==> src/hw/rtl/assert_macros.svh <==
// Assertion macros for the RTL files that check their own logic.
`ifndef ASSERT_MACROS_SVH
`define ASSERT_MACROS_SVH

// Checks an expression at every clock edge outside reset.
`define ASSERT_ALWAYS(label, clk, rst, expr, msg) \
  label: assert property (@(posedge clk) disable iff (rst) (expr)) else $error(msg);

// Checks that a condition is followed by a consequence in the next cycle.
`define ASSERT_NEXT(label, clk, rst, ante, cons, msg) \
  label: assert property (@(posedge clk) disable iff (rst) (ante) |=> (cons)) else $error(msg);

`endif

==> src/hw/rtl/c3bs_pkg.sv <==
// Package with constants, types and helpers of the 3x3 blur and Sobel unit.
package c3bs_pkg;
  localparam int MAX_WIDTH  = 2048;
  localparam int MAX_HEIGHT = 4096;
  localparam int COL_W      = $clog2(MAX_WIDTH);
  localparam int WIDTH_W    = $clog2(MAX_WIDTH + 1);
  localparam int HEIGHT_W   = $clog2(MAX_HEIGHT + 1);
  localparam int ROW_W      = $clog2(MAX_HEIGHT);
  localparam int INROW_W    = $clog2(MAX_HEIGHT + 2);
  localparam int CFG_DATA_W = 13;
  localparam int PIX_W      = 24;
  localparam int SQ_W       = 21;

  localparam logic [1:0] REG_MODE   = 2'd0;
  localparam logic [1:0] REG_WIDTH  = 2'd1;
  localparam logic [1:0] REG_HEIGHT = 2'd2;

  localparam logic KIND_PIXEL = 1'b0;
  localparam logic KIND_FLUSH = 1'b1;
  localparam logic MODE_BLUR  = 1'b0;

  typedef enum logic [6:0] {
    S_IDLE  = 7'b0000001,
    S_READ  = 7'b0000010,
    S_CALC  = 7'b0000100,
    S_SQ    = 7'b0001000,
    S_START = 7'b0010000,
    S_ROOT  = 7'b0100000,
    S_DONE  = 7'b1000000
  } state_t;

  function automatic logic [7:0] chan(input logic [PIX_W-1:0] px, input logic [1:0] c);
    logic [7:0] v;
    case (c)
      2'd0:    v = px[23:16];
      2'd1:    v = px[15:8];
      default: v = px[7:0];
    endcase
    return v;
  endfunction
endpackage

==> src/hw/rtl/c3bs_isqrt.sv <==
// Bit-serial integer square root with saturation at 255, two bits of input per cycle.
module c3bs_isqrt import c3bs_pkg::*; (
  input  logic            clk,
  input  logic            rst,
  input  logic            start,
  input  logic [SQ_W-1:0] value,
  output logic [7:0]      root_out,
  output logic            busy
);
  logic [15:0] v;
  logic [9:0]  rem;
  logic [9:0]  rem_next;
  logic [7:0]  root;
  logic [7:0]  root_next;
  logic [2:0]  cnt;
  logic        sat;
  logic [11:0] rem_sh;
  logic [11:0] trial;

  always_comb begin
    rem_sh = {rem, v[15:14]};
    trial  = {2'b00, root, 2'b01};
    if (rem_sh >= trial) begin
      rem_next  = 10'(rem_sh - trial);
      root_next = {root[6:0], 1'b1};
    end else begin
      rem_next  = rem_sh[9:0];
      root_next = {root[6:0], 1'b0};
    end
  end

  always_ff @(posedge clk) begin
    if (rst) begin
      busy <= 1'b0;
      cnt  <= '0;
    end else if (start) begin
      busy <= 1'b1;
      cnt  <= '0;
      v    <= value[15:0];
      sat  <= |value[SQ_W-1:16];
      rem  <= '0;
      root <= '0;
    end else if (busy) begin
      rem  <= rem_next;
      root <= root_next;
      v    <= {v[13:0], 2'b00};
      cnt  <= cnt + 3'd1;
      if (cnt == 3'd7) begin
        busy <= 1'b0;
      end
    end
  end

  assign root_out = sat ? 8'hFF : root;
endmodule

==> config.mk <==
export PLATFORM = sky130hd
export DESIGN_NAME = c3bs_isqrt
export DESIGN_NICKNAME = d
export VERILOG_FILES = /design/src/hw/rtl/assert_macros.svh /design/src/hw/rtl/c3bs_pkg.sv /design/src/hw/rtl/c3bs_isqrt.sv
export SDC_FILE = /design/constraint.sdc
export NUM_CORES = 1
export LEC_CHECK = 0
export ABC_AREA = 1
export BUFFER_PORTS_ARGS = -buffer_cell sky130_fd_sc_hd__buf_2
export CORE_UTILIZATION = 33
export DETAILED_ROUTE_END_ITERATION = 10
export PLACE_DENSITY = 0.5
export SYNTH_ARGS = -nofsm -noshare
export SYNTH_HDL_FRONTEND = slang
export SYNTH_SLANG_ARGS = --single-unit
==> constraint.sdc <==
create_clock -name clk -period 3.45 [get_ports clk]
set_clock_uncertainty 0.1 [all_clocks]
set_input_delay 0.1725 -clock clk [delete_from_list [all_inputs] [get_ports clk]]
set_output_delay 0.1725 -clock clk [all_outputs]
set_load 0.05 [all_outputs]
==> results of run 1 <==
[stage by stage]
| step | power (mW) | area, um2 | cells | hold WS, ns |
|---|---|---|---|---|
| 2_1_floorplan | 0.944 | 2350 | 295 | 0.238 |
| 3_3_place_gp | 1.05 | 2610 | 419 | 0.330 |
| 3_5_place_dp | 1.04 | 2610 | 419 | 0.338 |
| 4_1_cts | 1.43 | 2730 | 427 | 0.0323 |
| 5_1_grt | 1.51 | 2730 | 427 | 0.0541 |
| 6_report | 1.42 | 2730 | 427 | 0.0386 |
[how the worst max path moves through the flow]
stage / cells past startpoint / start / to / slack [ns]
after global placement: 12 / root[4] / rem[9] / 1.34
after floorplan: 3 / busy / rem[0] / 1.11
after global routing: 12 / root[4] / rem[9] / 1.14
final: 12 / root[4] / rem[9] / 1.35
after detailed placement: 12 / root[4] / rem[9] / 1.34
after CTS: 12 / root[4] / rem[9] / 1.34
[flip-flops by register name, summed over array words and instances (netlist names)]
name  cells
sat       1
v        16
busy      1
root      8
cnt       3
rem      10
[worst reg2reg max path: cells and delay by family (launching register included)]
kind	cells	cell delay (ns)
flops	1	0.38
simple gates	8	0.88
fa+ha+maj	1	0.30
buf+inv	3	0.21
[final cells by class]
cell class / instances / area share
inverters: 46 / 0.0633
clock inverters: 2 / 0.0128
repair buffers: 34 / 0.0642
flip-flops and latches: 39 / 0.414
well taps: 96 / 0.0440
clock buffers: 6 / 0.0303
multi-input cells: 204 / 0.371
[layer usage]
metal / share of wire / global-route usage
met5: 0 / 0
met4: 0.020 / 0.0561
met3: 0.033 / 0.0238
met2: 0.47 / 0.238
met1: 0.48 / 0.183
[logic make-up (layout without fill, tap and decap cells)]
kind of cell,count (synthesis),in the layout
simple gates,176,176
buf+inv,52,88
flops,39,39
fa+ha+maj,12,12
compound gates,11,11
xor+xnor,5,5
[synth_stat cells]
| master | n | area [um2] |
|---|---|---|
| nand2_4 | 1 | 11.3 |
| nand2_2 | 2 | 12.5 |
| inv_1 | 44 | 165 |
| nand4_1 | 7 | 43.8 |
| nand4_4 | 1 | 21.3 |
| or2_2 | 1 | 6.26 |
| nor2_4 | 2 | 22.5 |
| a21oi_1 | 6 | 30.0 |
| a21boi_2 | 1 | 11.3 |
| nor3_1 | 1 | 5.00 |
| buf_2 | 1 | 5.00 |
| clkinv_1 | 1 | 3.75 |
| nand3b_1 | 1 | 7.51 |
| nand3_1 | 4 | 20.0 |
| xnor2_1 | 3 | 26.3 |
| nor2_1 | 34 | 128 |
| nand2_1 | 118 | 443 |
| buf_8 | 1 | 15.0 |
| inv_2 | 1 | 3.75 |
| nor2_2 | 2 | 12.5 |
| o21ai_0 | 3 | 15.0 |
| ha_1 | 12 | 150 |
| nand3_2 | 2 | 20.0 |
| xor2_1 | 2 | 17.5 |
| o21ai_2 | 1 | 8.76 |
| clkbuf_1 | 4 | 15.0 |
| dfxtp_1 | 4 | 80.1 |
| edfxtp_1 | 35 | 1050 |
[power by group through the flow]
stage          sequential [mW]  clock, mW  combinational, mW
5_1_grt                  0.607      0.414              0.492
4_1_cts                  0.602      0.400              0.433
3_5_place_dp             0.612          0              0.431
2_1_floorplan            0.609          0              0.335
6_report                 0.602      0.389              0.428
3_3_place_gp             0.612          0              0.435
==> metrics.txt, run 1 <==
# TYPE chip_impl_metric gauge
chip_impl_metric{name="post-route-period-util",unit=""} 0.607
chip_impl_metric{name="drv_slew",unit=""} 0
chip_impl_metric{name="net-switching-power",unit="mW"} 0.462
chip_impl_metric{name="dp_slack",unit="ns"} 1.34
chip_impl_metric{name="clock_tree.buffer_depth",unit=""} 2
chip_impl_metric{name="hold-path-cell-count",unit=""} 3
chip_impl_info{name="worstHoldPathType",value="input pin to flop"} 1
chip_impl_metric{name="syn-cell-area",unit="um2"} 2350
chip_impl_metric{name="grt_first_pass_wirelength",unit="um"} 8180
chip_impl_metric{name="hold_viol_final",unit=""} 0
chip_impl_metric{name="finalSetupTns",unit="ns"} 0
chip_impl_metric{name="delay_contributed_by_the_slowest_stage_of_the_critical_path",unit="ns"} 0.38
chip_impl_metric{name="detail_route.wl_per_cell",unit="um"} 10.9
chip_impl_metric{name="multi_input_comb_area",unit="um2"} 1010
chip_impl_metric{name="synth-warning-count",unit=""} 0
chip_impl_metric{name="pin_count_of_the_biggest_net_entering_global_routing",unit=""} 35
chip_impl_metric{name="grt-ovfl-total",unit=""} 0
chip_impl_metric{name="coreArea",unit="um2"} 6830
chip_impl_metric{name="drt.antenna.violating_nets",unit=""} 0
chip_impl_metric{name="chipHeight",unit="um"} 86.4
chip_impl_metric{name="route.vias.total",unit=""} 1834
chip_impl_metric{name="n_antenna_cell",unit=""} 0
chip_impl_metric{name="antenna_found_initial",unit=""} 0
chip_impl_metric{name="cts_made_buffers",unit=""} 5
chip_impl_metric{name="post_layout_net_count",unit=""} 366
chip_impl_metric{name="route.detailed.drc",unit=""} 0
chip_impl_metric{name="report.final.setup_viol",unit=""} 0
chip_impl_metric{name="yosys.area_share.xor_xnor",unit=""} 0.0186
chip_impl_info{name="run_status",value="complete, no violations"} 1
chip_impl_metric{name="sink_count",unit=""} 39
chip_impl_metric{name="post-route-min-period",unit="ns"} 2.10
chip_impl_metric{name="post_synth_num_cell_types",unit=""} 28
chip_impl_metric{name="die_area",unit="um2"} 7470
chip_impl_metric{name="cts_hold_repair.buffers",unit=""} 0
chip_impl_metric{name="h-tree-depth",unit=""} 2
chip_impl_info{name="start_kind",value="flop"} 1
chip_impl_metric{name="pwr-share-clk",unit=""} 0.274
chip_impl_info{name="min_delay_worst_endpoint",value="sat"} 1
chip_impl_metric{name="cts_post_setup_buffers_inserted",unit=""} 0
chip_impl_metric{name="grt.total_usage",unit=""} 0.142
chip_impl_metric{name="fraction_of_layout_cells_with_a_size_suffix_above_1",unit=""} 0.169
chip_impl_metric{name="vias_per_cell",unit=""} 4.30
chip_impl_metric{name="hpwl",unit="um"} 3610
chip_impl_info{name="worst_path_dominant_cell_family",value="simple AND/OR/NAND/NOR gates"} 1
chip_impl_metric{name="total_leakage_power",unit="nW"} 1.39
chip_impl_metric{name="pwr-share-comb",unit=""} 0.302
chip_impl_metric{name="power.share.switching",unit=""} 0.326
chip_impl_metric{name="area_growth_syn_to_layout",unit="%"} 16.1
chip_impl_info{name="worst_hold_startpoint",value="value[20]"} 1
chip_impl_metric{name="synth_compound_gate_area_share",unit=""} 0.0277
chip_impl_metric{name="maxClockFrequency",unit="MHz"} 477
chip_impl_info{name="mostFrequentLayoutCells",value="nand2_1 (118), inv_1 (44), edfxtp_1 (35), nor2_1 (34), buf_2 (32)"} 1
chip_impl_metric{name="drt_wl_total",unit="um"} 4650
chip_impl_metric{name="num_io_pins",unit=""} 33
chip_impl_info{name="crit_type",value="flop to flop"} 1
chip_impl_metric{name="ff_latch_area",unit="um2"} 1130
chip_impl_metric{name="timing.reg2reg.worst_path_depth",unit=""} 12
chip_impl_metric{name="timing.critical_path.buf_inv",unit=""} 3
chip_impl_metric{name="setup_ws",unit="ns"} 1.35
chip_impl_metric{name="max_cap_viol_count",unit=""} 0
chip_impl_info{name="worst_path_max_delay_cell",value="edfxtp_1"} 1
chip_impl_metric{name="postCtsResizedCells",unit=""} 0
chip_impl_metric{name="fp-row-count",unit=""} 30
chip_impl_metric{name="filler_cell_count",unit=""} 749
chip_impl_metric{name="worstPathArrival",unit="ns"} 2.05
chip_impl_metric{name="vdd.ir_drop.worst",unit="uV"} 288
chip_impl_metric{name="finalCoreUtilization",unit=""} 0.399
chip_impl_metric{name="die_w",unit="um"} 86.4
chip_impl_metric{name="syn_avg_cell_area",unit="um2"} 7.97
chip_impl_metric{name="gp_congestion",unit=""} 0.830
chip_impl_info{name="timing.critical_path.cells",value="inv_1 -> ha_1 -> nand2_1 -> inv_1 -> nand2_1 -> nand2_1 -> nand2_1 -> nand4_4 -> nand2_1 -> nand2_1 -> nand2_1 -> inv_1"} 1
chip_impl_metric{name="clk-insertion-delay-late",unit="ns"} 0.29
chip_impl_metric{name="cp_max_fo",unit=""} 13
chip_impl_metric{name="ys_seq_elements",unit=""} 39
chip_impl_metric{name="initial_utilization",unit=""} 0.344
chip_impl_metric{name="synth_nets",unit=""} 331
chip_impl_metric{name="detail_route.first_pass.iterations",unit=""} 5
chip_impl_metric{name="synth_sequential_area_ratio",unit=""} 0.481
chip_impl_info{name="r2r_end",value="rem[9]"} 1
chip_impl_info{name="main_combinational_cell_family_by_area_after_synthesis",value="simple AND/OR/NAND/NOR gates"} 1
chip_impl_metric{name="internal_power",unit="mW"} 0.956
chip_impl_info{name="clock-root-buffer",value="clkbuf_8"} 1
chip_impl_metric{name="clk_pin_slew_worst_paths",unit="ns"} 0.08
chip_impl_info{name="critical_path.endpoint_type",value="flop"} 1
chip_impl_info{name="tritoncts",value="done"} 1
chip_impl_metric{name="sequentialPowerShare",unit=""} 0.424
chip_impl_metric{name="synth-adder-area-share",unit=""} 0.0639
chip_impl_metric{name="synthMuxAreaShare",unit=""} 0
chip_impl_info{name="crit_top_cell",value="nand2_1"} 1
chip_impl_metric{name="portBuffers",unit=""} 32
chip_impl_info{name="grt_setup_unrepaired",value="no"} 1
chip_impl_metric{name="worst-r2r-setup-slack",unit="ns"} 1.35
chip_impl_info{name="reg2reg_from",value="root[4]"} 1
chip_impl_metric{name="endpoint_required_time_on_the_critical_path",unit="ns"} 3.41
chip_impl_metric{name="drt-initial-drc-count",unit=""} 55
chip_impl_info{name="layout.cells.most_common",value="nand2_1"} 1
chip_impl_metric{name="max_slew.worst_pin.slew",unit="ns"} 0.457
chip_impl_metric{name="netlist_instances",unit=""} 295
chip_impl_metric{name="vias_in_the_first_global_route",unit=""} 1801
chip_impl_metric{name="powerDensity",unit="nW/um2"} 520
chip_impl_metric{name="synth_area_in_simple_gates",unit=""} 0.320
chip_impl_metric{name="slew_headroom",unit=""} 0.695
No activity file was read; power rests on OpenSTA's default activity.
==> inputs of run 2 (changes only) <==
--- a/config.mk
+++ b/config.mk
@@ -5,7 +5,7 @@
 export SDC_FILE = /design/constraint.sdc
 export NUM_CORES = 1
 export LEC_CHECK = 0
-export ABC_AREA = 1
+export ABC_AREA = 0
 export BUFFER_PORTS_ARGS = -buffer_cell sky130_fd_sc_hd__buf_2
 export CORE_UTILIZATION = 33
 export DETAILED_ROUTE_END_ITERATION = 10
==> constraint.sdc (replaced) <==
create_clock -name clk -period 2.1 [get_ports clk]
set_clock_uncertainty 0.1 [all_clocks]
set_input_delay 0.105 -clock clk [delete_from_list [all_inputs] [get_ports clk]]
set_output_delay 0.105 -clock clk [all_outputs]
set_load 0.05 [all_outputs]
==> metrics.txt, run 2 <==
# TYPE chip_impl_metric gauge
chip_impl_info{name="grt_setup_unrepaired",value="yes"} 1
chip_impl_info{name="min_delay_worst_endpoint",value="v[12]"} 1
chip_impl_info{name="post-synth-top-area-cell",value="edfxtp_1"} 1
chip_impl_metric{name="slew_headroom",unit=""} 0.779
chip_impl_info{name="worstHoldPathType",value="input pin to flop"} 1
chip_impl_metric{name="report.final.setup_viol",unit=""} 0
chip_impl_metric{name="netlist_instances",unit=""} 190
chip_impl_metric{name="syn_avg_cell_area",unit="um2"} 11.8
chip_impl_metric{name="dp_slack",unit="ns"} -0.0228
chip_impl_metric{name="fp-row-count",unit=""} 29
chip_impl_metric{name="worstPathArrival",unit="ns"} 2.06
chip_impl_metric{name="grt-ovfl-total",unit=""} 0
chip_impl_metric{name="detail_route.wl_per_cell",unit="um"} 14.3
chip_impl_metric{name="drt_wl_total",unit="um"} 4820
chip_impl_metric{name="clk_pin_slew_worst_paths",unit="ns"} 0.08
chip_impl_metric{name="delay_contributed_by_the_slowest_stage_of_the_critical_path",unit="ns"} 0.42
chip_impl_metric{name="vdd.ir_drop.worst",unit="uV"} 378
chip_impl_metric{name="hold_viol_final",unit=""} 0
chip_impl_metric{name="h-tree-depth",unit=""} 2
chip_impl_info{name="failed_checks",value="DRC"} 1
chip_impl_metric{name="detail_route.first_pass.iterations",unit=""} 7
chip_impl_metric{name="ys_seq_elements",unit=""} 39
chip_impl_metric{name="gp_congestion",unit=""} 0.800
chip_impl_info{name="crit_type",value="flop to flop"} 1
chip_impl_info{name="synth_area_leaders",value="edfxtp_1 (47%), mux2_2 (7.5%), ha_1 (6.7%)"} 1
chip_impl_info{name="start_kind",value="flop"} 1
chip_impl_info{name="run_status",value="finished, violations left"} 1
chip_impl_metric{name="num_io_pins",unit=""} 33
chip_impl_metric{name="cts_made_buffers",unit=""} 5
chip_impl_metric{name="grt_first_pass_wirelength",unit="um"} 7860
chip_impl_metric{name="coreArea",unit="um2"} 6460
chip_impl_metric{name="post-route-min-period",unit="ns"} 2.06
chip_impl_metric{name="die_w",unit="um"} 84.5
chip_impl_metric{name="pin_count_of_the_biggest_net_entering_global_routing",unit=""} 23
chip_impl_metric{name="die_area",unit="um2"} 7140
chip_impl_metric{name="n_antenna_cell",unit=""} 0
chip_impl_metric{name="asyncSetResetFlopFracSynth",unit=""} 0
chip_impl_info{name="clock-root-buffer",value="clkbuf_8"} 1
chip_impl_metric{name="clk-insertion-delay-late",unit="ns"} 0.28
chip_impl_info{name="ys_top_cells_by_count",value="edfxtp_1 (35), nor2_1 (18), mux2_2 (15)"} 1
chip_impl_metric{name="portBuffers",unit=""} 32
chip_impl_info{name="most_used_dff_post_synth",value="edfxtp_1"} 1
chip_impl_metric{name="largest_register_ff_count",unit=""} 16
chip_impl_metric{name="timing.reg2reg.worst_path_depth",unit=""} 6
chip_impl_info{name="top_register",value="v"} 1
chip_impl_info{name="worst_hold_startpoint",value="value[12]"} 1
chip_impl_metric{name="drv_slew",unit=""} 0
chip_impl_metric{name="area_growth_syn_to_layout",unit="%"} 34.3
chip_impl_metric{name="syn-cell-area",unit="um2"} 2240
chip_impl_metric{name="endpoint_required_time_on_the_critical_path",unit="ns"} 2.10
chip_impl_metric{name="setup_ws",unit="ns"} 0.0414
chip_impl_metric{name="drt.antenna.violating_nets",unit=""} 0
chip_impl_metric{name="grt.total_usage",unit=""} 0.142
chip_impl_metric{name="synth_sequential_area_ratio",unit=""} 0.504
chip_impl_info{name="worst_path_max_delay_cell",value="or3_4"} 1
chip_impl_metric{name="antenna_found_initial",unit=""} 0
chip_impl_metric{name="synth_largest_type_area_fraction",unit=""} 0.468
chip_impl_info{name="mostFrequentLayoutCells",value="edfxtp_1 (35), buf_2 (32), buf_4 (30), nor2_1 (17), mux2_2 (15)"} 1
chip_impl_metric{name="total_leakage_power",unit="nW"} 1.17
chip_impl_metric{name="cp_max_fo",unit=""} 5
chip_impl_info{name="timing.critical_path.cells",value="ha_2 -> or3_4 -> a41oi_4 -> a21o_4 -> nand2_4 -> a311oi_2"} 1
chip_impl_metric{name="post_layout_net_count",unit=""} 296
chip_impl_metric{name="route.detailed.drc",unit=""} 4
chip_impl_metric{name="vias_in_the_first_global_route",unit=""} 1650
chip_impl_metric{name="max_cap_viol_count",unit=""} 0
chip_impl_info{name="tritoncts",value="done"} 1
chip_impl_info{name="critical_path.endpoint_type",value="flop"} 1
chip_impl_info{name="r2r_end",value="rem[7]"} 1
chip_impl_info{name="yosysMostFrequentCell",value="edfxtp_1"} 1
chip_impl_metric{name="chipHeight",unit="um"} 84.5
chip_impl_metric{name="route.vias.total",unit=""} 1679
chip_impl_metric{name="powerDensity",unit="nW/um2"} 764
chip_impl_metric{name="max_slew.worst_pin.slew",unit="ns"} 0.331
chip_impl_metric{name="drt-initial-drc-count",unit=""} 90
chip_impl_metric{name="synth_nets",unit=""} 226
chip_impl_metric{name="clock_tree.buffer_depth",unit=""} 2
chip_impl_metric{name="maxClockFrequency",unit="MHz"} 486
chip_impl_metric{name="sink_count",unit=""} 39
chip_impl_metric{name="hold-path-cell-count",unit=""} 2
chip_impl_metric{name="post_synth_num_cell_types",unit=""} 46
chip_impl_metric{name="hpwl",unit="um"} 3570
chip_impl_metric{name="vias_per_cell",unit=""} 4.98
chip_impl_metric{name="initial_utilization",unit=""} 0.348
chip_impl_info{name="layout.cells.most_common",value="edfxtp_1"} 1
chip_impl_metric{name="worst-r2r-setup-slack",unit="ns"} 0.04
chip_impl_metric{name="post-route-period-util",unit=""} 0.980
chip_impl_metric{name="power.total",unit="mW"} 2.30
chip_impl_metric{name="synth-warning-count",unit=""} 0
chip_impl_metric{name="fraction_of_layout_cells_with_a_size_suffix_above_1",unit=""} 0.500
chip_impl_info{name="largest_registers",value="v (16), rem (10), root (8)"} 1
chip_impl_metric{name="synth_edf_count",unit=""} 35
chip_impl_info{name="reg2reg_from",value="rem[7]"} 1
[run 2: cell types whose count changed after synthesis, moves of 4 or more]
cell	change
a211oi_1	+4
nand4_1	-7
nand2_1	-114
nor3_1	+9
nor2_1	-16
mux2_2	+15
inv_1	-32
or2_2	+7
[run 2: per-stage QoR]
| step | hold WS [ns] | util | instances | cell area, um2 | setup TNS (ns) |
|---|---|---|---|---|---|
| after detailed placement | 0.273 | 0.417 | 320 | 2700 | -0.0228 |
| after global routing | 0.00437 | 0.467 | 337 | 3020 | -0.232 |
| after global placement | 0.267 | 0.417 | 320 | 2700 | -0.0378 |
| after CTS | 0.0117 | 0.444 | 333 | 2870 | -0.00759 |
| final | 0.0228 | 0.467 | 337 | 3020 | 0 |
| after floorplan | 0.0778 | - | 190 | 2250 | 0 |
[run 2: critical path: cells and delay by family (launching register included)]
| kind | cells | cell delay [ns] |
|---|---|---|
| AND/OR/NAND/NOR | 2 | 0.50 |
| flip-flops | 1 | 0.40 |
| AO/OA/AOI/OAI | 3 | 0.69 |
| adder cells (fa/ha/maj) | 1 | 0.20 |
[run 2: cell families after synthesis]
logic type      share of synthesized area
xor+xnor                           0.0195
compound gates                      0.150
buf+inv                            0.0295
fa+ha+maj                          0.0669
flops                               0.504
mux                                0.0886
simple gates                        0.141
[run 2: final cells by class]
class	count	area [um2]
clock buffers	6	72.6
clock inverters	1	30.0
fillers	622	3440
inverters	12	45.0
multi-input cells	134	1180
flip-flops and latches	39	1130
well taps	77	96.3
repair buffers	68	455
[run 2: worst max-delay path by stage]
stage / from / to / slack (ns) / cells past startpoint
after detailed placement: v[15] / rem[7] / -0.02 / 8
after floorplan: rem[3] / rem[1] / 0.04 / 7
after global placement: v[15] / rem[8] / -0.02 / 8
final: rem[7] / rem[7] / 0.04 / 6
after CTS: rem[7] / rem[7] / -0.008 / 6
after global routing: root[0] / rem[9] / -0.05 / 8
[run 2: what timing repair did]
| item | CTS | global route |
|---|---|---|
| endpoints found under the hold margin | 7 | 0 |
| setup buffers | 0 | 5 |
| gates cloned | 0 | 0 |
| endpoints found under the setup margin | 4 | 11 |
| hold buffers | 6 | 0 |
| pin swaps | 0 | 10 |
| gates resized for setup | 3 | 22 |
[run 2: where the power goes]
group	internal, mW	switching [mW]
registers	0.923	0.0315
logic	0.363	0.396
clock network	0.348	0.242
[run 2: metal layers]
metal	share of wire	up-vias	GRT usage	wire length [um]
met3	0.035	0	0.0374	169
met4	0	0	0.0231	0
li1	-	845	-	-
met2	0.50	23	0.236	2390
met5	0	-	0	0
met1	0.47	811	0.190	2260
==> inputs of run 3 (changes only) <==
--- a/config.mk
+++ b/config.mk
@@ -7,9 +7,11 @@
 export LEC_CHECK = 0
 export ABC_AREA = 0
 export BUFFER_PORTS_ARGS = -buffer_cell sky130_fd_sc_hd__buf_2
-export CORE_UTILIZATION = 33
+export CELL_PAD_IN_SITES_DETAIL_PLACEMENT = 1
+export CELL_PAD_IN_SITES_GLOBAL_PLACEMENT = 2
+export CORE_UTILIZATION = 30
 export DETAILED_ROUTE_END_ITERATION = 10
-export PLACE_DENSITY = 0.5
+export PLACE_DENSITY = 0.64
 export SYNTH_ARGS = -nofsm -noshare
 export SYNTH_HDL_FRONTEND = slang
 export SYNTH_SLANG_ARGS = --single-unit
==> metrics.txt, run 3 (same netlist as run 2, synthesis figures left out) <==
# TYPE chip_impl_metric gauge
chip_impl_info{name="run_status",value="finished, violations left"} 1
chip_impl_info{name="failed_checks",value="setup timing"} 1
chip_impl_metric{name="fp-row-count",unit=""} 31
chip_impl_info{name="worst_hold_startpoint",value="value[5]"} 1
chip_impl_info{name="top_register",value="v"} 1
chip_impl_metric{name="max_slew.worst_pin.slew",unit="ns"} 0.469
chip_impl_metric{name="worst-r2r-setup-slack",unit="ns"} -0.008
chip_impl_metric{name="h-tree-depth",unit=""} 2
chip_impl_metric{name="grt.total_usage",unit=""} 0.167
chip_impl_metric{name="fin_hold_ws",unit="ns"} 0.0134
chip_impl_metric{name="filler_cell_count",unit=""} 812
chip_impl_metric{name="sink_count",unit=""} 39
chip_impl_metric{name="initial_utilization",unit=""} 0.309
chip_impl_metric{name="grt_first_pass_wirelength",unit="um"} 9740
chip_impl_metric{name="drt-initial-drc-count",unit=""} 63
chip_impl_metric{name="drv_slew",unit=""} 0
chip_impl_metric{name="report.final.setup_viol",unit=""} 2
chip_impl_metric{name="total_leakage_power",unit="nW"} 1.33
chip_impl_metric{name="n_antenna_cell",unit=""} 0
chip_impl_metric{name="post-route-period-util",unit=""} 1.00
chip_impl_metric{name="hpwl",unit="um"} 4260
chip_impl_metric{name="timing.reg2reg.worst_path_depth",unit=""} 9
chip_impl_info{name="tritoncts",value="done"} 1
chip_impl_metric{name="route.vias.total",unit=""} 1829
chip_impl_metric{name="maxClockFrequency",unit="MHz"} 474
chip_impl_info{name="grt_setup_unrepaired",value="yes"} 1
chip_impl_info{name="layout.cells.most_common",value="buf_4"} 1
chip_impl_metric{name="setup_ws",unit="ns"} -0.00786
chip_impl_metric{name="pin_count_of_the_biggest_net_entering_global_routing",unit=""} 35
chip_impl_metric{name="route.detailed.drc",unit=""} 0
chip_impl_metric{name="clk-insertion-delay-late",unit="ns"} 0.29
chip_impl_info{name="critical_path.endpoint_type",value="flop"} 1
chip_impl_info{name="min_delay_worst_endpoint",value="v[5]"} 1
chip_impl_metric{name="vias_per_cell",unit=""} 4.74
chip_impl_metric{name="hold_viol_final",unit=""} 0
chip_impl_metric{name="drt.antenna.violating_nets",unit=""} 0
chip_impl_metric{name="gp_congestion",unit=""} 0.803
chip_impl_metric{name="grt-ovfl-total",unit=""} 0
chip_impl_metric{name="post-route-min-period",unit="ns"} 2.11
chip_impl_metric{name="largest_register_ff_count",unit=""} 16
chip_impl_metric{name="endpoint_required_time_on_the_critical_path",unit="ns"} 2.14
chip_impl_metric{name="vias_in_the_first_global_route",unit=""} 1876
chip_impl_metric{name="power.total",unit="mW"} 2.43
chip_impl_info{name="clock-root-buffer",value="clkbuf_8"} 1
chip_impl_metric{name="clock_tree.buffer_depth",unit=""} 2
chip_impl_metric{name="worstPathArrival",unit="ns"} 2.15
chip_impl_metric{name="fraction_of_layout_cells_with_a_size_suffix_above_1",unit=""} 0.578
chip_impl_metric{name="portBuffers",unit=""} 32
chip_impl_metric{name="vdd.ir_drop.worst",unit="uV"} 312
chip_impl_info{name="crit_type",value="flop to flop"} 1
chip_impl_metric{name="detail_route.wl_per_cell",unit="um"} 16.1
chip_impl_metric{name="post_layout_net_count",unit=""} 322
chip_impl_metric{name="num_io_pins",unit=""} 33
chip_impl_metric{name="area_growth_syn_to_layout",unit="%"} 49.8
chip_impl_metric{name="max_cap_viol_count",unit=""} 0
chip_impl_metric{name="powerDensity",unit="nW/um2"} 721
chip_impl_info{name="worstHoldPathType",value="input pin to flop"} 1
chip_impl_metric{name="drt_wl_total",unit="um"} 6200
chip_impl_info{name="mostFrequentLayoutCells",value="buf_4 (47), edfxtp_1 (35), buf_2 (32), nor2_1 (17), mux2_2 (14)"} 1
chip_impl_metric{name="coreArea",unit="um2"} 7250
chip_impl_info{name="reg2reg_from",value="root[0]"} 1
chip_impl_metric{name="hold-path-cell-count",unit=""} 2
chip_impl_metric{name="slew_headroom",unit=""} 0.687
chip_impl_metric{name="clk_pin_slew_worst_paths",unit="ns"} 0.08
chip_impl_metric{name="detail_route.first_pass.iterations",unit=""} 4
chip_impl_metric{name="die_area",unit="um2"} 7830
chip_impl_metric{name="chipHeight",unit="um"} 88.5
chip_impl_info{name="start_kind",value="flop"} 1
chip_impl_metric{name="die_w",unit="um"} 88.5
chip_impl_info{name="largest_registers",value="v (16), rem (10), root (8)"} 1
chip_impl_metric{name="cp_max_fo",unit=""} 4
chip_impl_metric{name="antenna_found_initial",unit=""} 0
chip_impl_info{name="r2r_end",value="rem[2]"} 1
chip_impl_metric{name="cts_made_buffers",unit=""} 5
-- run 3: cell count changes in the layout (fill, tap and decap cells not counted), sizes merged --
cell	before	now
clkbuf	6	7
clkinv	0	1
bufinv	1	0
buf	63	85
dlygate4sd3	5	7
and3b	1	2
a21oi	11	12
-- run 3: worst max-delay path by stage --
stage / start / to / slack (ns)
finish: root[0] / rem[2] / -0.008
global placement: rem[2] / rem[5] / -0.09
CTS: root[0] / rem[9] / -0.01
detailed placement: root[3] / rem[4] / -0.12
global route: root[0] / rem[2] / -0.12
floorplan: rem[3] / rem[1] / 0.04
-- run 3: final cells by class --
class	instances	area (um2)	area share
clock buffer	7	86.3	0.0257
clock inverter	1	5.00	0.00149
multi-input combinational	136	1310	0.390
tap	99	124	0.0368
sequential	39	1130	0.336
inverter	12	45.0	0.0134
timing repair buffer	92	659	0.196
-- run 3: critical path, cell delays in order (launching register included) --
cell      delay, ns
edfxtp_1       0.41
inv_2          0.11
ha_4           0.21
and2b_2        0.22
o31ai_4        0.24
buf_4          0.17
a21o_4         0.15
buf_6          0.11
nand3_1        0.09
a21oi_1        0.16
-- run 3: per-stage QoR --
| step | setup WS (ns) | utilization | TNS (ns) | cells | area (um2) |
|---|---|---|---|---|---|
| 6_report | -0.00786 | 0.464 | -0.0129 | 386 | 3360 |
| 5_1_grt | -0.122 | 0.464 | -0.660 | 386 | 3360 |
| 4_1_cts | -0.0144 | 0.446 | -0.0144 | 381 | 3230 |
| 3_5_place_dp | -0.118 | 0.388 | -0.852 | 354 | 2810 |
| 3_3_place_gp | -0.0897 | 0.388 | -0.397 | 354 | 2810 |
| 2_1_floorplan | 0.0403 | - | 0 | 190 | 2250 |
-- run 3: power by group --
part	switching, mW	total, mW	internal (mW)	leakage [nW]
registers	0.0369	0.959	0.923	0.373
logic	0.482	0.941	0.458	0.909
clock network	0.261	0.526	0.265	0.0482
total	0.780	2.43	1.65	1.33
-- run 3: what timing repair did --
item | 4_1_cts | 5_1_grt
buffers inserted | 10 | 6
endpoints found under the setup margin | 11 | 12
hold buffers | 8 | 0
pin swaps | 17 | 13
gates resized for setup | 34 | 19
cloned | 2 | 0
hold endpoints to repair | 9 | 0
-- run 3: metal layers --
layer	track usage	routed length [um]
met3	0.0326	158
met5	0	0
met1	0.216	2780
met2	0.290	3210
met4	0.0352	48
